--- src/sv/bdq_pkg.sv ---
// Shared types and constants for the bounded double-ended queue.
`timescale 1ns / 1ps

package bdq_pkg;

  // Value and configuration widths
  localparam int unsigned VAL_W = 32;
  localparam int unsigned CAP_W = 5;

  // Operation codes carried on the kind port
  typedef enum logic [2:0] {
    KIND_PUSH_FRONT = 3'd0,
    KIND_PUSH_REAR  = 3'd1,
    KIND_POP_FRONT  = 3'd2,
    KIND_POP_REAR   = 3'd3,
    KIND_STATUS     = 3'd4
  } kind_t;

  // Value reported for an empty end or a missing pop
  localparam logic signed [VAL_W-1:0] NEG_ONE = '1;

  // Capacity after reset
  localparam logic [CAP_W-1:0] CAP_RESET = 5'd16;

endpackage

--- src/sv/bounded_double_ended_queue.sv ---
// Bounded double-ended queue of signed 32-bit values on a circular slot memory.
`timescale 1ns / 1ps

// Usage:
//   Command channel: drive kind and push_value with start high; the beat is
//   taken at a rising edge where start is high and busy is low.
//   Result channel: done is high for exactly one cycle with op_ok,
//   popped_value, front_value, rear_value, is_empty, is_full and entry_count.
//   The receiver cannot stall; every result must be captured in that cycle.
//   Configuration: cfg_we writes cfg_data into the capacity register at the
//   edge; write it only while no command is in flight.
// Command flow:
//   Push, status and pops on an empty queue: result in the cycle after accept,
//   next command taken in the following cycle.
//   Pops that remove data: the block is busy in ST_FETCH while the new end
//   value is fetched from the slot memory through its registered read port.
//   Front and rear values sit in registers, so only pops touch the read port.
// Reset (rst, synchronous): queue empty, capacity 16, no result pending.
//   Slot contents stay undefined; only written slots are ever reported.
module bounded_double_ended_queue #(
  parameter int unsigned DEPTH = 16
) (
  input  logic                              clk,
  input  logic                              rst,
  input  logic                              start,
  output logic                              busy,
  input  logic [2:0]                        kind,
  input  logic signed [bdq_pkg::VAL_W-1:0]  push_value,
  input  logic                              cfg_we,
  input  logic [bdq_pkg::CAP_W-1:0]         cfg_data,
  output logic                              done,
  output logic                              op_ok,
  output logic signed [bdq_pkg::VAL_W-1:0]  popped_value,
  output logic signed [bdq_pkg::VAL_W-1:0]  front_value,
  output logic signed [bdq_pkg::VAL_W-1:0]  rear_value,
  output logic                              is_empty,
  output logic                              is_full,
  output logic [bdq_pkg::CAP_W-1:0]         entry_count
);

  localparam int unsigned AW    = (DEPTH > 1) ? $clog2(DEPTH) : 1;
  localparam int unsigned CNT_W = $clog2(DEPTH + 1);
  localparam int unsigned CMP_W = (CNT_W > bdq_pkg::CAP_W) ? CNT_W : bdq_pkg::CAP_W;
  localparam logic [AW-1:0]    LAST_IDX  = AW'(DEPTH - 1);
  localparam logic [CMP_W-1:0] DEPTH_CMP = CMP_W'(DEPTH);

  typedef enum logic {
    ST_IDLE,
    ST_FETCH
  } state_t;

  // Circular index steps
  function automatic logic [AW-1:0] idx_inc(input logic [AW-1:0] i);
    return (i == LAST_IDX) ? '0 : i + AW'(1);
  endfunction

  function automatic logic [AW-1:0] idx_dec(input logic [AW-1:0] i);
    return (i == '0) ? LAST_IDX : i - AW'(1);
  endfunction

  state_t                            state;
  logic [AW-1:0]                     head;
  logic [AW-1:0]                     tail;
  logic [CNT_W-1:0]                  count;
  logic [bdq_pkg::CAP_W-1:0]         cap;
  logic signed [bdq_pkg::VAL_W-1:0]  front_val;
  logic signed [bdq_pkg::VAL_W-1:0]  rear_val;
  logic                              fetch_front;

  // Slot memory and its registered read data
  logic signed [bdq_pkg::VAL_W-1:0]  mem [DEPTH];
  logic signed [bdq_pkg::VAL_W-1:0]  rd_data;

  logic                              accept;
  logic [CMP_W-1:0]                  cap_eff;
  logic                              full_now;
  logic                              empty_now;

  logic [AW-1:0]                     head_next;
  logic [AW-1:0]                     tail_next;
  logic [CNT_W-1:0]                  count_next;
  logic signed [bdq_pkg::VAL_W-1:0]  front_next;
  logic signed [bdq_pkg::VAL_W-1:0]  rear_next;
  logic signed [bdq_pkg::VAL_W-1:0]  popped_c;
  logic                              ok_c;
  logic                              wr_en;
  logic [AW-1:0]                     wr_addr;
  logic                              rd_en;
  logic [AW-1:0]                     rd_addr;
  logic                              fetch_front_next;

  logic signed [bdq_pkg::VAL_W-1:0]  fetch_front_val;
  logic signed [bdq_pkg::VAL_W-1:0]  fetch_rear_val;

  assign busy   = (state != ST_IDLE);
  assign accept = start && !busy;

  // Saturate the capacity at the slot count
  assign cap_eff   = (CMP_W'(cap) > DEPTH_CMP) ? DEPTH_CMP : CMP_W'(cap);
  assign full_now  = (CMP_W'(count) >= cap_eff);
  assign empty_now = (count == '0);

  // Decode the command and form the next pointers, count and end values
  always_comb begin
    head_next        = head;
    tail_next        = tail;
    count_next       = count;
    front_next       = front_val;
    rear_next        = rear_val;
    popped_c         = bdq_pkg::NEG_ONE;
    ok_c             = 1'b1;
    wr_en            = 1'b0;
    wr_addr          = tail;
    rd_en            = 1'b0;
    rd_addr          = head;
    fetch_front_next = fetch_front;
    case (kind)
      bdq_pkg::KIND_PUSH_FRONT: begin
        if (full_now) begin
          ok_c = 1'b0;
        end else begin
          head_next  = idx_dec(head);
          wr_en      = 1'b1;
          wr_addr    = idx_dec(head);
          count_next = count + CNT_W'(1);
          front_next = push_value;
          if (empty_now) begin
            rear_next = push_value;
          end
        end
      end
      bdq_pkg::KIND_PUSH_REAR: begin
        if (full_now) begin
          ok_c = 1'b0;
        end else begin
          tail_next  = idx_inc(tail);
          wr_en      = 1'b1;
          wr_addr    = tail;
          count_next = count + CNT_W'(1);
          rear_next  = push_value;
          if (empty_now) begin
            front_next = push_value;
          end
        end
      end
      bdq_pkg::KIND_POP_FRONT: begin
        if (empty_now) begin
          ok_c = 1'b0;
        end else begin
          popped_c         = front_val;
          head_next        = idx_inc(head);
          count_next       = count - CNT_W'(1);
          rd_en            = 1'b1;
          rd_addr          = idx_inc(head);
          fetch_front_next = 1'b1;
        end
      end
      bdq_pkg::KIND_POP_REAR: begin
        if (empty_now) begin
          ok_c = 1'b0;
        end else begin
          popped_c         = rear_val;
          tail_next        = idx_dec(tail);
          count_next       = count - CNT_W'(1);
          rd_en            = 1'b1;
          rd_addr          = idx_dec(idx_dec(tail));
          fetch_front_next = 1'b0;
        end
      end
      default: begin
        // status only, and unused codes behave the same
      end
    endcase
  end

  // Slot memory: one write port, one registered read port
  always_ff @(posedge clk) begin
    if (accept && wr_en) begin
      mem[wr_addr] <= push_value;
    end
    if (accept && rd_en) begin
      rd_data <= mem[rd_addr];
    end
  end

  // Merge the fetched slot into the end that moved
  assign fetch_front_val = fetch_front ? rd_data : front_val;
  assign fetch_rear_val  = fetch_front ? rear_val : rd_data;

  // Hold state, pointers, end values and the result beat
  always_ff @(posedge clk) begin
    if (rst) begin
      state <= ST_IDLE;
      head  <= '0;
      tail  <= '0;
      count <= '0;
      cap   <= bdq_pkg::CAP_RESET;
      done  <= 1'b0;
    end else begin
      done <= 1'b0;
      if (cfg_we) begin
        cap <= cfg_data;
      end
      unique case (state)
        ST_IDLE: begin
          if (accept) begin
            head         <= head_next;
            tail         <= tail_next;
            count        <= count_next;
            front_val    <= front_next;
            rear_val     <= rear_next;
            fetch_front  <= fetch_front_next;
            op_ok        <= ok_c;
            popped_value <= popped_c;
            if (rd_en) begin
              state <= ST_FETCH;
            end else begin
              done        <= 1'b1;
              front_value <= (count_next == '0) ? bdq_pkg::NEG_ONE : front_next;
              rear_value  <= (count_next == '0) ? bdq_pkg::NEG_ONE : rear_next;
              is_empty    <= (count_next == '0);
              is_full     <= (CMP_W'(count_next) >= cap_eff);
              entry_count <= bdq_pkg::CAP_W'(count_next);
            end
          end
        end
        ST_FETCH: begin
          // Drop the fetched value in and emit the beat
          state       <= ST_IDLE;
          front_val   <= fetch_front_val;
          rear_val    <= fetch_rear_val;
          done        <= 1'b1;
          front_value <= empty_now ? bdq_pkg::NEG_ONE : fetch_front_val;
          rear_value  <= empty_now ? bdq_pkg::NEG_ONE : fetch_rear_val;
          is_empty    <= empty_now;
          is_full     <= full_now;
          entry_count <= bdq_pkg::CAP_W'(count);
        end
        default: begin
          state <= ST_IDLE;
        end
      endcase
    end
  end

  // The count never passes the slot count
  a_count_bound: assert property (@(posedge clk) disable iff (rst)
    CMP_W'(count) <= DEPTH_CMP)
    else $error("queue count exceeds slot count");

  // A fetch returns to idle in the next cycle and ends in a result beat
  a_fetch_one: assert property (@(posedge clk) disable iff (rst)
    (state == ST_FETCH) |=> (state == ST_IDLE) && done)
    else $error("fetch did not finish in one cycle");

  // Every accepted command either reports at once or enters a fetch
  a_accept_result: assert property (@(posedge clk) disable iff (rst)
    accept |=> (done || state == ST_FETCH))
    else $error("accepted command produced no progress");

  // An empty queue reports -1 at both ends
  a_empty_ends: assert property (@(posedge clk) disable iff (rst)
    (done && is_empty) |->
      (front_value == bdq_pkg::NEG_ONE) && (rear_value == bdq_pkg::NEG_ONE))
    else $error("empty queue reported a value at an end");

endmodule
--- config.mk ---
export PLATFORM = sky130hd
export DESIGN_NAME = bounded_double_ended_queue
export DESIGN_NICKNAME = d
export VERILOG_FILES = /design/src/sv/bdq_pkg.sv /design/src/sv/bounded_double_ended_queue.sv
export SDC_FILE = /design/constraint.sdc
export NUM_CORES = 1
export LEC_CHECK = 0
export ABC_AREA = 1
export BUFFER_PORTS_ARGS = -buffer_cell sky130_fd_sc_hd__buf_2
export CORE_MARGIN = 8
export CORE_UTILIZATION = 62
export DETAILED_ROUTE_END_ITERATION = 8
export PLACE_DENSITY = 0.8
export SLEW_MARGIN = 25
export SYNTH_ARGS = -nofsm -noshare
export SYNTH_HDL_FRONTEND = slang
export SYNTH_SLANG_ARGS = --single-unit
--- constraint.sdc ---
create_clock -name clk -period 8.5 [get_ports clk]
set_input_delay 0 -clock clk [delete_from_list [all_inputs] [get_ports clk]]
set_output_delay 0 -clock clk [all_outputs]
set_load 0.02 [all_outputs]
== After elaboration in Yosys (flattened, before gate mapping) ==
Memories as Yosys holds them, arrays and structs flattened. A register that Yosys moved wholly into a read port is not among the register bits.
Index checks and enable logic that the tools add are counted.
Word-level totals
  flip-flop bits (word level): 189
  RAM bits: 512
  logic and storage cells: 133
  memories: 1
  bits of input ports: 44
Memory list
  mem: words 16, width 32, read ports 1, clocked after memory_dff 1, write ports 1, line bounded_double_ended_queue.sv:71  | logic signed [bdq_pkg::VAL_W-1:0] mem [DEPTH];
Operators by class
  magnitude comparators: 3
  $add $sub $neg: 7
  multiplexer cells: 71
  reduce and logical (&&, ||, !) cells: 22
  bitwise operators: 2
  equal/unequal tests: 11
Operators with widths (count)
  $mux 32: 20
  $pmux 32 s2: 7
  $mux 4: 12
  $mux 5: 5
  $pmux 4 s2: 3
  $pmux 5 s2: 2
  $mux 1: 16
  $logic_not 4->1: 3
  $ne 2x2->1 const B: 6
  $pmux 1 s2: 6
  $sub 4x1->4 const B: 3
  $ge 5x5->1: 2
  $logic_not 5->1: 2
  $add 4x1->4 const B: 2
  $eq 4x4->1 const B: 2
  $eq 3x2->1 const B: 2
  $reduce_and 3->1: 2
  $reduce_and 6->1: 1
  $reduce_bool 2->1: 3
  $add 5x1->5 const B: 1
  $gt 5x5->1 const B: 1
  $reduce_and 5->1: 1
  $sub 5x1->5 const B: 1
  $reduce_and 2->1: 2
  other kinds (7): 11

== Logic depth before layout (Yosys ltp) ==
  word-level depth: 10
  depth in mapped cells: 18
  mapped depth without buffers: 18

== Worst setup path before layout ==
OpenSTA, ideal clock, no wires.
  kind: flip-flop to flip-flop
  from: reg state, in the netlist busy
  to: reg entry_count[0] in the netlist's numbering, enable pin
  cell stages (with the launch flop): 6
  slack: 1.976 ns
  arrival: 6.099 ns
  path buffers: 1
  data required time: 8.075 ns
  period minus slack after synthesis: 6.524 ns
  cell sequence: dfxtp_1 -> clkbuf_1 -> inv_2 -> a21oi_1 -> o21ai_0 -> inv_1
On the way
  cells in the longest elaborated chain, start to end: 4
RTL lines
  from (decl): line bounded_double_ended_queue.sv:61  | state_t state;
  from (signal assigned): line bounded_double_ended_queue.sv:193  | state <= ST_IDLE;
  from (signal assigned): line bounded_double_ended_queue.sv:216  | state <= ST_FETCH;
  from (signal assigned): line bounded_double_ended_queue.sv:229  | state <= ST_IDLE;
  $logic_not 1->1: line bounded_double_ended_queue.sv:96  | assign accept = start && !busy;
  $logic_and 1x1->1: line bounded_double_ended_queue.sv:96
  $ne 2x2->1 (no line)
  $reduce_and 3->1 (no line) *
  to (signal assigned): line bounded_double_ended_queue.sv:223  | entry_count <= bdq_pkg::CAP_W'(count_next);
  to (signal assigned): line bounded_double_ended_queue.sv:237  | entry_count <= bdq_pkg::CAP_W'(count);
  to (decl): line bounded_double_ended_queue.sv:38  | output logic [bdq_pkg::CAP_W-1:0] entry_count
Every way passes the cells marked *; elsewhere a longest branch is shown, timed or not.
A chain may end at the register's enable or synchronous reset.

== Final worst setup path ==
  from: reg count[0]
  to: reg rd_data[27] in the netlist's numbering (read register of mem), data pin
On the way
  cells in the longest elaborated chain, start to end: 4
RTL lines
  from (decl): line bounded_double_ended_queue.sv:64  | logic [CNT_W-1:0] count;
  from (signal assigned): line bounded_double_ended_queue.sv:209  | count <= count_next;
  $logic_not 5->1 *: line bounded_double_ended_queue.sv:101  | assign empty_now = (count == '0);
  $mux 1: line bounded_double_ended_queue.sv:147, bounded_double_ended_queue.sv:159
  $mux 1
  $logic_and 1x1->1: line bounded_double_ended_queue.sv:181  | if (accept && rd_en) begin
  to (decl): line bounded_double_ended_queue.sv:72  | logic signed [bdq_pkg::VAL_W-1:0] rd_data;
Marks and branches as above.

==> impl_results.rst <==
.. list-table::
   :header-rows: 1

   * - Metric
     - Value
   * - Run status
     - complete, no violations
   * - Worst R2R End
     - rd_data[27]
   * - I/O pins
     - 150
   * - Peak clock frequency supported by timing
     - 198 MHz
   * - Syn avg cell area
     - 10.3 um^2
   * - Post-Syn Area
     - 33900 um^2
   * - Half-perimeter wire length of the detailed placement result
     - about 50000 um
   * - Final GP Congestion
     - 0.855
   * - Clock tree from TritonCTS
     - done
   * - Power density cells
     - around 230 nW/um^2
   * - Cells along the critical path
     - inv_1, ha_1, nand3_4, nand2_1, nor2_1, nor2_1, nand3_4, nand2_4, buf_4, nand2_1, nand3_1, nand3_1, nand2_1, nand2_1, nand2_1
   * - FILL cells
     - between 3000 and 4000
   * - Finished layout cell area
     - roughly 38000 um^2
   * - Die area
     - between 60000 and 70000 um^2
   * - Leakage
     - about 14 nW
   * - Die boundary width
     - roughly 250 um
   * - Required time of the critical path
     - roughly 9000 ps
   * - Most instantiated cells after synthesis
     - 742 x sky130_fd_sc_hd__nand2_1, 731 x sky130_fd_sc_hd__nand3_1, 713 x sky130_fd_sc_hd__edfxtp_1
   * - Area share of the largest cell type after synthesis
     - 63.1%
   * - Setup ws final
     - ~3500 ps
   * - GR Util All Layers
     - approximately 29%
   * - Area growth from synthesis to final layout
     - 11.7%
   * - Final critical-path share of the clock period
     - between 50 and 60%
   * - Minimum clock period after layout
     - 5040 ps
   * - Depth of the worst register-to-register path
     - 15
   * - Count of input and output buffers
     - 149
   * - Via count of the first global-routing pass
     - ~26000
   * - Critical Path End
     - rd_data[27]
   * - Register clock-pin slew on the reported worst setup and hold paths
     - ~60 ps
   * - Worst setup skew after layout
     - about 16 ps
   * - Post-synthesis sequential area ratio
     - 64.3%
   * - Antenna violations before repair
     - 3
   * - Post-synth EDFFs
     - between 700 and 800
   * - Total of flip-flops plus latches after synthesis
     - about 730
   * - Worst vdd rail ir drop
     - 146 uV
   * - Met2 track demand over resource in global routing
     - a little under half
   * - Biggest area contributors in the synthesized netlist
     - sky130_fd_sc_hd__edfxtp_1 63%, sky130_fd_sc_hd__nand3_1 11%, sky130_fd_sc_hd__nand2_1 8.2%, sky130_fd_sc_hd__a21oi_1 2.7%, sky130_fd_sc_hd__inv_1 2.2%
   * - Total cell area at the placement stage
     - approximately 35000 um^2
   * - Initial Utilization
     - 62.9%
   * - Post-route DRC
     - 0
   * - Sequential power share
     - roughly 48%
   * - Critical path startpoint
     - count[0]
   * - Unique masters post-synth
     - 38
   * - Transition time of the tightest slew-check pin
     - ~1100 ps
   * - Switching Power
     - between 2 and 2.5 mW
   * - Number of clock buffers inserted by TritonCTS
     - 72
   * - Setup TNS after final layout
     - 0 ps
   * - Number of sinks on the clock net
     - between 700 and 800
   * - Number of synthesis warnings
     - 0
   * - Vias after detailed routing
     - 26329
   * - Worst-case headroom to the max-slew limit
     - 29.1%
   * - H-tree level count
     - 3
   * - CP max stage cell
     - sky130_fd_sc_hd__nand2_4
   * - Fraction of power consumed by combinational cells
     - 15.8%
   * - Multi-input logic area
     - approximately 10000 um^2
   * - DR vias/cell
     - 6.36
   * - Crit path buffers/inverters
     - 2
   * - Net switching fraction of the power
     - a little over a quarter
   * - Met3 routing resource usage after global routing
     - 5.32%
   * - Length of the first detailed-routing pass in iterations
     - 6
   * - Final net count
     - around 3500
   * - Average detailed-routed wire length per instance
     - between 20 and 25 um
   * - Chip Height
     - about 250 um
   * - Buffers from clock root to sink, at most
     - 3
   * - Setup-violating endpoint count in the final report
     - 0
   * - CP Capture Type
     - flip-flop
   * - Latest clock arrival within the worst-skew pair
     - approximately 620 ps
   * - Min-Delay Path Class
     - input port to flip-flop
   * - Final core occ
     - a little over two thirds
   * - Total setup buffers inserted after CTS
     - 0
   * - Remaining number of nets flagged by the antenna check after routing
     - 0
   * - Net Count, Synth
     - 3366
   * - Cell internal power dissipation
     - 6.32 mW
   * - Arrival time of the worst setup path
     - around 5500 ps
   * - Cell with the most instances on the worst path
     - sky130_fd_sc_hd__nand2_1
   * - Startpoint of the most critical register-to-register path
     - count[0]
   * - Dominant cell type by area after synthesis
     - sky130_fd_sc_hd__edfxtp_1
   * - DRT iter0 DRCs
     - around 3700
   * - Instance count of the mapped netlist
     - between 3000 and 4000
   * - RSZ-0062 raised after global routing
     - no
   * - Most used routing layer
     - met2
   * - Cell class contributing the biggest share of worst-path delay
     - simple AND/OR/NAND/NOR gates
   * - Total count of hold-check failures in the final report
     - 0
   * - Logic depth of the worst setup path including buffers
     - 15
   * - Site row count
     - between 80 and 90
   * - Placeable core area
     - between 50000 and 60000 um^2
   * - Layout cell share with drive strength beyond 1
     - roughly 11%
   * - FF-to-FF setup slack
     - approximately 3500 ps
   * - Share of flip-flops with an asynchronous set or reset
     - 0%
   * - Clock Tree Root
     - sky130_fd_sc_hd__clkbuf_16
   * - Final max-slew violation count
     - 0
   * - Largest stage delay, worst path
     - ~950 ps
   * - Most instantiated library cell after synthesis
     - sky130_fd_sc_hd__nand2_1
   * - Global-route track usage on met1
     - between 30% and 40%
   * - Wire length of the first global-routing pass
     - 142000 um
   * - CP Max Fanout
     - slightly below 80
   * - Largest net degree at the start of global routing
     - approximately 190
   * - Power share of the clock group
     - between 30% and 40%
   * - Setup CP Type
     - flip-flop to flip-flop
   * - Worst slack, placed
     - about 3400 ps
   * - Area taken by flip-flops and latches
     - 21800 um^2
   * - CP startpoint kind
     - flip-flop
   * - Main flop type after synthesis
     - sky130_fd_sc_hd__edfxtp_1
   * - Max-Cap Viols
     - 0
   * - Post-detailed-routing wire length
     - 92500 um
   * - Overflow left after global routing
     - 0
[area by class of cell]
type / instances / share of cell area [%]
Inverter: 211 / 2.10
Sequential cell: 733 / 57.6
Timing Repair Buffer: 245 / 4.32
Tap cell: 696 / 2.30
Clock inverter: 41 / 1.04
Clock buffer: 89 / 5.06
Antenna cell: 1 / 0.00660
Multi-Input combinational cell: 2122 / 27.6
[placed cells by master, fill, tap and decap left out, types with 7 or more instances in the layout]
| cell type | count |
|---|---|
| sky130_fd_sc_hd__nand2_1 | 738 |
| sky130_fd_sc_hd__nand3_1 | 730 |
| sky130_fd_sc_hd__edfxtp_1 | 713 |
| sky130_fd_sc_hd__inv_1 | 198 |
| sky130_fd_sc_hd__a21oi_1 | 179 |
| sky130_fd_sc_hd__buf_2 | 149 |
| sky130_fd_sc_hd__nor2_1 | 116 |
| sky130_fd_sc_hd__o21ai_0 | 100 |
| sky130_fd_sc_hd__clkbuf_16 | 74 |
| sky130_fd_sc_hd__o211ai_1 | 66 |
| sky130_fd_sc_hd__dlygate4sd3_1 | 52 |
| sky130_fd_sc_hd__buf_4 | 40 |
| sky130_fd_sc_hd__or2_2 | 34 |
| sky130_fd_sc_hd__mux2i_1 | 33 |
| sky130_fd_sc_hd__o22ai_1 | 32 |
| sky130_fd_sc_hd__nor2_4 | 23 |
| sky130_fd_sc_hd__ha_1 | 22 |
| sky130_fd_sc_hd__dfxtp_1 | 19 |
| sky130_fd_sc_hd__clkinv_2 | 16 |
| sky130_fd_sc_hd__clkinv_1 | 14 |
| sky130_fd_sc_hd__clkbuf_1 | 14 |
| sky130_fd_sc_hd__inv_2 | 10 |
| sky130_fd_sc_hd__xor2_1 | 7 |
[logic make-up (layout without fill, tap and decap cells)]
group	Yosys count	in the layout	share of synthesized area (%)
simple gates	1666	1666	21.6
flops	733	733	64.3
buf+inv	445	586	5.59
compound gates	393	393	6.56
mux	33	33	0.973
fa+ha+maj	22	22	0.811
xor+xnor	8	8	0.206
other cells	0	1	0
[power groups by stage]
stage | Combinational, mW | Clock, mW | Sequential [mW]
global route | 1.50 | 3.32 | 4.17
detailed placement | 1.31 | 0 | 4.24
global placement | 1.26 | 0 | 4.24
finish | 1.37 | 3.16 | 4.17
CTS | 1.34 | 3.18 | 4.16
floorplan | 0.906 | 0 | 4.28
[flip-flops by register name (all words and copies together), names as in the netlist]
name	cells
rear_value	32
op_ok	1
front_value	32
done	1
fetch_front	1
tail	4
front_val	32
cap	5
popped_value	32
count	5
head	4
busy	1
mem	512
is_empty	1
is_full	1
entry_count	5
rear_val	32
rd_data	32
[worst min-delay path by stage]
| stage | to | cells past startpoint | startpoint |
|---|---|---|---|
| 3_3_place_gp | cap[4] | 3 | cfg_data[4] |
| 3_5_place_dp | cap[4] | 3 | cfg_data[4] |
| 6_report | tail[2] | 5 | kind[1] |
| 5_1_grt | tail[2] | 5 | kind[1] |
| 4_1_cts | tail[2] | 5 | kind[1] |
| 2_1_floorplan | mem[0][0] | 0 | push_value[0] |
[repair_timing]
action,4_1_cts,5_1_grt
hold buffers,52,0
hold endpoints to repair,527,0
resized for setup,0,0
[worst register-to-register path: stages, from the launching register on]
cell and delay, ps:
sky130_fd_sc_hd__dfxtp_1 370, sky130_fd_sc_hd__inv_1 190, sky130_fd_sc_hd__ha_1 330, sky130_fd_sc_hd__nand3_4 450, sky130_fd_sc_hd__nand2_1 230, sky130_fd_sc_hd__nor2_1 60, sky130_fd_sc_hd__nor2_1 160, sky130_fd_sc_hd__nand3_4 650
sky130_fd_sc_hd__nand2_4 980, sky130_fd_sc_hd__buf_4 780, sky130_fd_sc_hd__nand2_1 200, sky130_fd_sc_hd__nand3_1 110, sky130_fd_sc_hd__nand3_1 100, sky130_fd_sc_hd__nand2_1 120, sky130_fd_sc_hd__nand2_1 80, sky130_fd_sc_hd__nand2_1 110
[stage by stage]
stage	hold WS (ps)	instances	power (mW)
6_report	53.6	4138	8.69
4_1_cts	24.5	4136	8.68
2_1_floorplan	98.9	3300	5.19
5_1_grt	83.2	4138	8.99
3_5_place_dp	237	3954	5.55
3_3_place_gp	216	3954	5.49
[metal layers]
metal | vias to the layer above | wire length [um]
li1 | 11759 | -
met5 | - | 0
met4 | 0 | 3300
met3 | 298 | 11600
met2 | 1853 | 43100
met1 | 12419 | 34500
No activity file was read; power rests on OpenSTA's default activity.
